`src/design/rhc_pkg.sv`:
```
// rhc_pkg: widths, constants, sector codes and pipeline record for the RGB to HSV converter.
// No dependencies; imported by every design file.
`timescale 1ns / 1ps

package rhc_pkg;

  localparam int CHANNEL_BITS      = 8;
  localparam int HUE_FRACTION_BITS = 6;
  localparam int SAT_BITS          = 12;

  localparam int HUE_BITS     = 9 + HUE_FRACTION_BITS;
  localparam int SAT_OUT_BITS = SAT_BITS + 1;
  localparam int HUE_SIXTH    = 60 << HUE_FRACTION_BITS;
  localparam int HUE_FULL     = 360 << HUE_FRACTION_BITS;

  // quotient bits: hue quotient reaches HUE_SIXTH, saturation reaches 2^SAT_BITS
  localparam int HQ_BITS = $clog2(HUE_SIXTH + 1);
  localparam int Q_BITS  = (HQ_BITS > SAT_OUT_BITS) ? HQ_BITS : SAT_OUT_BITS;
  localparam int NUM_W   = CHANNEL_BITS + Q_BITS;

  // two front stages, one cell per quotient bit, one output stage
  localparam int LATENCY = Q_BITS + 3;

  typedef enum logic [1:0] {
    SEC_RED   = 2'd0,
    SEC_GREEN = 2'd1,
    SEC_BLUE  = 2'd2
  } sector_e;

  typedef struct packed {
    logic                    valid;
    sector_e                 sector;
    logic                    neg;
    logic                    achro;
    logic [CHANNEL_BITS-1:0] value;
    logic [CHANNEL_BITS-1:0] div_h;
    logic [CHANNEL_BITS-1:0] rem_h;
    logic [Q_BITS-1:0]       low_h;
    logic [Q_BITS-1:0]       quo_h;
    logic [CHANNEL_BITS-1:0] div_s;
    logic [CHANNEL_BITS-1:0] rem_s;
    logic [Q_BITS-1:0]       low_s;
    logic [Q_BITS-1:0]       quo_s;
  } cell_t;

endpackage

```
`src/design/rhc_front.sv`:
```
// rhc_front: two input stages: max/min/sector selection, then dividend forming.
// Depends on rhc_pkg.
`timescale 1ns / 1ps

module rhc_front import rhc_pkg::*; (
  input  logic                    clk_i,
  input  logic                    rst_ni,
  input  logic                    take_i,
  input  logic [CHANNEL_BITS-1:0] red_i,
  input  logic [CHANNEL_BITS-1:0] green_i,
  input  logic [CHANNEL_BITS-1:0] blue_i,
  output cell_t                   cell_o
);

  logic                    valid_a_q;
  sector_e                 sector_a_q, sector_a_d;
  logic                    neg_a_q, neg_a_d;
  logic                    achro_a_q;
  logic [CHANNEL_BITS-1:0] max_a_q, delta_a_q, diff_a_q, diff_a_d;
  logic [CHANNEL_BITS-1:0] mx_rg, mn_rg, mx, mn;
  logic                    valid_b_q;
  cell_t                   cell_b_q, cell_b_d;
  logic [NUM_W-1:0]        num_h, num_s;

  always_comb begin
    mx_rg = (red_i > green_i) ? red_i : green_i;
    mn_rg = (red_i < green_i) ? red_i : green_i;
    mx    = (mx_rg > blue_i) ? mx_rg : blue_i;
    mn    = (mn_rg < blue_i) ? mn_rg : blue_i;
    if (red_i >= mx) begin
      sector_a_d = SEC_RED;
      neg_a_d    = green_i < blue_i;
      diff_a_d   = neg_a_d ? blue_i - green_i : green_i - blue_i;
    end else if (green_i >= mx) begin
      sector_a_d = SEC_GREEN;
      neg_a_d    = blue_i < red_i;
      diff_a_d   = neg_a_d ? red_i - blue_i : blue_i - red_i;
    end else begin
      sector_a_d = SEC_BLUE;
      neg_a_d    = red_i < green_i;
      diff_a_d   = neg_a_d ? green_i - red_i : red_i - green_i;
    end
  end

  always_ff @(posedge clk_i or negedge rst_ni) begin
    if (!rst_ni) begin
      valid_a_q <= 1'b0;
      valid_b_q <= 1'b0;
    end else begin
      valid_a_q <= take_i;
      valid_b_q <= valid_a_q;
    end
  end

  always_ff @(posedge clk_i) begin
    sector_a_q <= sector_a_d;
    neg_a_q    <= neg_a_d;
    achro_a_q  <= (mx == mn);
    max_a_q    <= mx;
    delta_a_q  <= mx - mn;
    diff_a_q   <= diff_a_d;
  end

  always_comb begin
    num_h = NUM_W'(diff_a_q) * NUM_W'(HUE_SIXTH);
    num_s = NUM_W'(delta_a_q) << SAT_BITS;
    cell_b_d        = '0;
    cell_b_d.sector = sector_a_q;
    cell_b_d.neg    = neg_a_q;
    cell_b_d.achro  = achro_a_q;
    cell_b_d.value  = max_a_q;
    cell_b_d.div_h  = delta_a_q;
    cell_b_d.rem_h  = num_h[NUM_W-1:Q_BITS];
    cell_b_d.low_h  = num_h[Q_BITS-1:0];
    cell_b_d.div_s  = max_a_q;
    cell_b_d.rem_s  = num_s[NUM_W-1:Q_BITS];
    cell_b_d.low_s  = num_s[Q_BITS-1:0];
  end

  always_ff @(posedge clk_i) begin
    cell_b_q <= cell_b_d;
  end

  always_comb begin
    cell_o       = cell_b_q;
    cell_o.valid = valid_b_q;
  end

endmodule

```
`src/design/rhc_div_cell.sv`:
```
// rhc_div_cell: one restoring division step for the hue and saturation lanes.
// Depends on rhc_pkg.
`timescale 1ns / 1ps

module rhc_div_cell import rhc_pkg::*; (
  input  logic  clk_i,
  input  logic  rst_ni,
  input  cell_t cell_i,
  output cell_t cell_o
);

  logic                  valid_q;
  cell_t                 cell_q, cell_d;
  logic [CHANNEL_BITS:0] trial_h, trial_s, sub_h, sub_s;
  logic                  ge_h, ge_s;

  always_comb begin
    trial_h = {cell_i.rem_h, cell_i.low_h[Q_BITS-1]};
    trial_s = {cell_i.rem_s, cell_i.low_s[Q_BITS-1]};
    sub_h   = trial_h - {1'b0, cell_i.div_h};
    sub_s   = trial_s - {1'b0, cell_i.div_s};
    ge_h    = trial_h >= {1'b0, cell_i.div_h};
    ge_s    = trial_s >= {1'b0, cell_i.div_s};
    cell_d       = cell_i;
    cell_d.rem_h = ge_h ? sub_h[CHANNEL_BITS-1:0] : trial_h[CHANNEL_BITS-1:0];
    cell_d.rem_s = ge_s ? sub_s[CHANNEL_BITS-1:0] : trial_s[CHANNEL_BITS-1:0];
    cell_d.low_h = {cell_i.low_h[Q_BITS-2:0], 1'b0};
    cell_d.low_s = {cell_i.low_s[Q_BITS-2:0], 1'b0};
    cell_d.quo_h = {cell_i.quo_h[Q_BITS-2:0], ge_h};
    cell_d.quo_s = {cell_i.quo_s[Q_BITS-2:0], ge_s};
  end

  always_ff @(posedge clk_i or negedge rst_ni) begin
    if (!rst_ni) begin
      valid_q <= 1'b0;
    end else begin
      valid_q <= cell_i.valid;
    end
  end

  always_ff @(posedge clk_i) begin
    cell_q <= cell_d;
  end

  always_comb begin
    cell_o       = cell_q;
    cell_o.valid = valid_q;
  end

endmodule

```
`src/design/rhc_back.sv`:
```
// rhc_back: hue assembly from sector and quotient, output register and strobe.
// Depends on rhc_pkg.
`timescale 1ns / 1ps

module rhc_back import rhc_pkg::*; (
  input  logic                    clk_i,
  input  logic                    rst_ni,
  input  cell_t                   cell_i,
  output logic                    result_valid_o,
  output logic [HUE_BITS-1:0]     hue_o,
  output logic [SAT_OUT_BITS-1:0] saturation_o,
  output logic [CHANNEL_BITS-1:0] value_o,
  output logic                    achromatic_o
);

  logic                    valid_q;
  logic [HUE_BITS-1:0]     hue_q;
  logic [SAT_OUT_BITS-1:0] sat_q;
  logic [CHANNEL_BITS-1:0] value_q;
  logic                    achro_q;
  logic [HUE_BITS:0]       quo, base, hue_d, ceil_quo;

  always_comb begin
    quo      = (HUE_BITS + 1)'(cell_i.quo_h[HQ_BITS-1:0]);
    ceil_quo = quo + (HUE_BITS + 1)'(cell_i.rem_h != '0);
    case (cell_i.sector)
      SEC_RED:   base = '0;
      SEC_GREEN: base = (HUE_BITS + 1)'(2 * HUE_SIXTH);
      SEC_BLUE:  base = (HUE_BITS + 1)'(4 * HUE_SIXTH);
      default:   base = '0;
    endcase
    if (cell_i.achro) begin
      hue_d = '0;
    end else if (!cell_i.neg) begin
      hue_d = base + quo;
    end else if (cell_i.sector == SEC_RED) begin
      hue_d = (quo == '0) ? '0 : (HUE_BITS + 1)'(HUE_FULL) - quo;
    end else begin
      hue_d = base - ceil_quo;
    end
  end

  always_ff @(posedge clk_i or negedge rst_ni) begin
    if (!rst_ni) begin
      valid_q <= 1'b0;
    end else begin
      valid_q <= cell_i.valid;
    end
  end

  always_ff @(posedge clk_i) begin
    hue_q   <= hue_d[HUE_BITS-1:0];
    sat_q   <= cell_i.achro ? '0 : cell_i.quo_s[SAT_OUT_BITS-1:0];
    value_q <= cell_i.value;
    achro_q <= cell_i.achro;
  end

  assign result_valid_o = valid_q;
  assign hue_o          = hue_q;
  assign saturation_o   = sat_q;
  assign value_o        = value_q;
  assign achromatic_o   = achro_q;

endmodule

```
`src/design/rgb_to_hsv_converter.sv`:
```
// rgb_to_hsv_converter: top level, front stages, chain of division cells, output stage.
// Depends on rhc_pkg, rhc_front, rhc_div_cell, rhc_back.
//
//   channel  | signals                                      | transfer
//   ---------+----------------------------------------------+---------------------------
//   pixel in | start, busy, red_i, green_i, blue_i          | start high and busy low
//   result   | result_valid_o, hue_o, saturation_o, value_o,| result_valid_o high, one
//            | achromatic_o                                 | cycle, no back pressure
//
// One pixel per cycle while busy is low; each result passes after its transfer edge through
// two front stages, one division cell per quotient bit and one output stage. The chain of
// cells sets the latency; every cell takes a new pixel each cycle. busy is high only during
// reset and the cycle after; no stall exists.
`timescale 1ns / 1ps

module rgb_to_hsv_converter import rhc_pkg::*; (
  input  logic                    clk_i,
  input  logic                    rst_ni,
  input  logic                    start,
  output logic                    busy,
  input  logic [CHANNEL_BITS-1:0] red_i,
  input  logic [CHANNEL_BITS-1:0] green_i,
  input  logic [CHANNEL_BITS-1:0] blue_i,
  output logic                    result_valid_o,
  output logic [HUE_BITS-1:0]     hue_o,
  output logic [SAT_OUT_BITS-1:0] saturation_o,
  output logic [CHANNEL_BITS-1:0] value_o,
  output logic                    achromatic_o
);

  logic  busy_q;
  cell_t chain [Q_BITS+1];

  always_ff @(posedge clk_i or negedge rst_ni) begin
    if (!rst_ni) begin
      busy_q <= 1'b1;
    end else begin
      busy_q <= 1'b0;
    end
  end

  assign busy = busy_q;

  rhc_front u_front (
    .clk_i   (clk_i),
    .rst_ni  (rst_ni),
    .take_i  (start && !busy_q),
    .red_i   (red_i),
    .green_i (green_i),
    .blue_i  (blue_i),
    .cell_o  (chain[0])
  );

  for (genvar i = 0; i < Q_BITS; i++) begin : g_cell
    rhc_div_cell u_cell (
      .clk_i  (clk_i),
      .rst_ni (rst_ni),
      .cell_i (chain[i]),
      .cell_o (chain[i+1])
    );
  end

  rhc_back u_back (
    .clk_i          (clk_i),
    .rst_ni         (rst_ni),
    .cell_i         (chain[Q_BITS]),
    .result_valid_o (result_valid_o),
    .hue_o          (hue_o),
    .saturation_o   (saturation_o),
    .value_o        (value_o),
    .achromatic_o   (achromatic_o)
  );

endmodule

```
`config.mk`:
```
export PLATFORM = sky130hd
export DESIGN_NAME = rgb_to_hsv_converter
export DESIGN_NICKNAME = d
export VERILOG_FILES = /design/src/design/rhc_pkg.sv /design/src/design/rhc_front.sv /design/src/design/rhc_div_cell.sv /design/src/design/rhc_back.sv /design/src/design/rgb_to_hsv_converter.sv
export SDC_FILE = /design/constraint.sdc
export NUM_CORES = 1
export LEC_CHECK = 0
export BUFFER_PORTS_ARGS = -buffer_cell sky130_fd_sc_hd__buf_2
export CORE_ASPECT_RATIO = 1.75
export CORE_UTILIZATION = 27
export CTS_BUF_LIST = sky130_fd_sc_hd__clkbuf_4 sky130_fd_sc_hd__clkbuf_8 sky130_fd_sc_hd__clkbuf_16
export CTS_CLUSTER_DIAMETER = 120
export DETAILED_ROUTE_END_ITERATION = 10
export HOLD_SLACK_MARGIN = 0.06
export PLACE_DENSITY_LB_ADDON = 0.1
export SYNTH_ARGS = -nofsm -noshare
export SYNTH_HDL_FRONTEND = slang
export SYNTH_SLANG_ARGS = --single-unit
```
`constraint.sdc`:
```
create_clock -name clk_i -period 3.43 [get_ports clk_i]
set_input_delay 0.343 -clock clk_i [delete_from_list [all_inputs] [get_ports clk_i]]
set_output_delay 0.343 -clock clk_i [all_outputs]
set_load 0.01 [all_outputs]
```
==> impl_metrics.toml <==
[sta]
worstMarginPinSlew_ns = 0.815
rsz0062_at_grt = "true"
setup_violations = 20
max_slew_margin_pct = 45.0
max_freq_ghz = 0.208
period_minus_slack_ns = 4.80
finalCritPeriodShare_pct = 140
drv_slew = 0
finClkSkew_ns = 0.0173
setup_slack_ns = -1.37
hold_violations = 0

[clock_network]
path_clk_slew_ns = 0.07
cts.path.max_buffers = 3
cts_tree = "built"
clockRootBuffer = "clkbuf_16"
clock_latency_ns = 0.64
cts_max_level = 3
cts.sinks = 745
cts_buffers = 72

[routing]
vias = 21400
first_pass_iters = 4
postRouteAntennaNets = 0
drt-vias-per-instance = 4.29
detail_route.wl_per_cell_um = 14.8
drt-initial-drc-count = 453
drc = 0
wirelength_mm = 74.1

[worst_setup_path]
crit_slowest_cell = "fa_2"
r2r_start = "g_cell[12].u_cell.cell_o[73]"
critPathBufInv = 14
cp_common_cell = "buf_4"
slowest_delay_ns = 0.34
cp_max_fo = 4
critical_path_class = "input pin to flop"
cpLargestDelayFamily = "compound AO/OA/AOI/OAI gates"
crit_arrival_ns = 5.33
end_kind = "flop"
cp-startpoint = "red_i[0]"
required_ns = 3.96
critPathLaunchType = "input pin"

[yosys]
synthXorXnorAreaFrac_pct = 3.87
seq_area_frac_synth_pct = 49.4
synth_ff_type = "dfxtp_1"
synth.net_count = 3465
ys_warn_count = 0
synth_top_area_share_pct = 48.0
synth_edf_count = 0
yosys-top-cells-area = "dfxtp_1, ha_1, inv_1"
synth_cell_types = 72
synth_most_common_cell = "dfxtp_1"
synth_top_area_cell = "dfxtp_1"
synth-simple-area-share_pct = 9.85
synth_common_cells = "dfxtp_1, inv_1, ha_1"
synth_top_family_by_area = "adder cells"
yosys.area_share.adder_pct = 16.1
synth_cells = 3076
avgSynthCellArea_um2 = 9.87
synth_area_mm2 = 0.0304
synth_compound_area_share_pct = 13.0
ys_ff_latch = 745
synth-async-reset-ratio_pct = 2.28
muxShareOfSynthArea_pct = 1.75

[floorplan]
io_pins = 66
fp.dieArea_mm2 = 0.114
die_y_um = 446
start_util_pct = 27.2
placementRows = 162
core_mm2 = 0.111
die_x_um = 256

[global_routing]
grtUsageTotal_pct = 13.2
antenna_found_initial = 1
overflow = 0
grt_pass1_vias = 23100
grt_pass1_wl_mm = 116
grt_max_degree = 23

[cells_and_area]
drive_gt1_share_pct = 17.9
syn_to_final_growth_pct = 25.9
fin_nets = 3862
utilization_pct = 34.3

[status]
status = "finished, violations left"
violations = "setup timing"

[power_and_ir_drop]
ir_drop_mv = 0.404
leakagePower_nw = 17.6
pwr_density_cell_mw_per_mm2 = 1150

[placement]
portBuffers = 65
dpl_worst_slack_ns = -2.28
dpl.hpwl_mm = 58.9
gp_congestion = 0.859

[worst_hold_path]
hold_class = "input pin to async pin"

[flow_run]
cap_violations = 0
==> cell families (layout without fill, tap and decap cells) <==
family	Yosys count	after routing
buffers and inverters	483	933
XOR/XNOR	134	134
AO/OA/AOI/OAI	651	652
adder cells (fa/ha/maj)	364	364
multiplexers	51	51
flip-flops	745	745
other	1	2
AND/OR/NAND/NOR	647	647
==> power breakdown <==
group          total [W]  internal, W  switching [W]
Combinational     0.0209      0.00959         0.0113
Clock            0.00831      0.00491        0.00341
Sequential        0.0147       0.0128        0.00190
Total             0.0439       0.0273         0.0166
==> cell usage in the layout, fill, tap and decap left out, types with 7 or more instances in the layout <==
master	n
buf_4	279
a21boi_0	39
inv_1	426
mux2_2	10
o21a_1	13
clkbuf_16	77
nor2_1	181
nand2_1	215
o21ai_0	238
a311oi_1	24
clkinv_2	11
o31ai_1	48
or3_1	7
o21ai_1	9
nor3_1	9
and3_1	34
xor2_1	64
fa_1	44
ha_4	13
buf_6	19
clkbuf_8	16
nand2b_1	24
xnor2_1	68
a31oi_1	7
dfxtp_1	728
nand3_1	31
a21o_1	38
buf_12	9
nor2b_1	67
dfrtp_1	16
clkbuf_4	10
ha_1	302
nand4_1	32
a21oi_2	13
mux2i_1	32
a21oi_1	124
o21ai_2	9
buf_2	63
o21bai_1	24
==> routing by layer <==
| metal | up-vias | routed length (um) | global-route usage [%] |
|---|---|---|---|
| li1 | 11000 | - | - |
| met1 | 10000 | 20700 | 9.23 |
| met2 | 277 | 47200 | 30.3 |
| met3 | 161 | 1980 | 2.04 |
| met4 | 0 | 4240 | 7.97 |
| met5 | - | 0 | 0 |
==> what timing repair did <==
item | CTS | global route
endpoints found under the setup margin | 24 | 26
cloned | 2 | 0
hold buffers | 2 | 0
endpoints found under the hold margin | 18 | 0
setup buffers | 61 | 25
gates resized for setup | 91 | 102
pin swaps | 53 | 65
==> through the flow <==
step / TNS, ns / hold slack [ns] / area, um^2 / std cells / power [W]
6_report: -18.69 / 0.169 / 38200 / 5004 / 0.0439
5_1_grt: -20.99 / 0.170 / 38200 / 5004 / 0.0483
4_1_cts: -17.60 / 0.0976 / 37500 / 4986 / 0.0444
3_5_place_dp: -41.15 / 0.285 / 34200 / 4800 / 0.0354
3_3_place_gp: -39.34 / 0.279 / 34200 / 4800 / 0.0353
2_1_floorplan: -29.12 / 0.0474 / 30400 / 3076 / 0.0286
==> flip-flops by register name, summed over array words and instances (netlist names) <==
| register | count |
|---|---|
| u_front.valid_a_q | 1 |
| u_back.achromatic_o | 1 |
| g_cell.u_cell.cell_o | 631 |
| u_front.diff_a_q | 8 |
| busy | 1 |
| u_front.valid_b_q | 1 |
| u_back.result_valid_o | 1 |
| u_front.achro_a_q | 1 |
| u_front.neg_a_q | 1 |
| u_front.max_a_q | 8 |
| u_back.value_o | 8 |
| u_back.saturation_o | 13 |
| u_front.sector_a_q | 2 |
| u_front.cell_o | 32 |
| g_cell.u_cell.valid_q | 13 |
| u_front.delta_a_q | 8 |
| u_back.hue_o | 15 |
==> worst paths after layout <==
kind	endpoint	slack, ns	depth (start not counted)
max in group asynchronous	busy	2.94	2
worst max-delay path	u_front.neg_a_q	-1.37	31
min in group clk_i	u_front.max_a_q[6]	0.25	4
worst min register to register	g_cell[12].u_cell.cell_o[93]	0.32	0
worst max register to register	u_back.hue_o[13]	0.09	17
worst min-delay path	g_cell[7].u_cell.valid_q	0.17	2
==> area by class of cell <==
| type | instances | area, um^2 |
|---|---|---|
| multi-input combinational | 1849 | 14400 |
| fill | 11500 | 73300 |
| clock buffer | 103 | 2220 |
| clock inverter | 25 | 283 |
| tap | 1476 | 1850 |
| antenna | 1 | 2.50 |
| timing repair buffer | 375 | 2880 |
| inverter | 430 | 1630 |
| sequential | 745 | 15000 |
No activity file was read; power rests on OpenSTA's default activity.
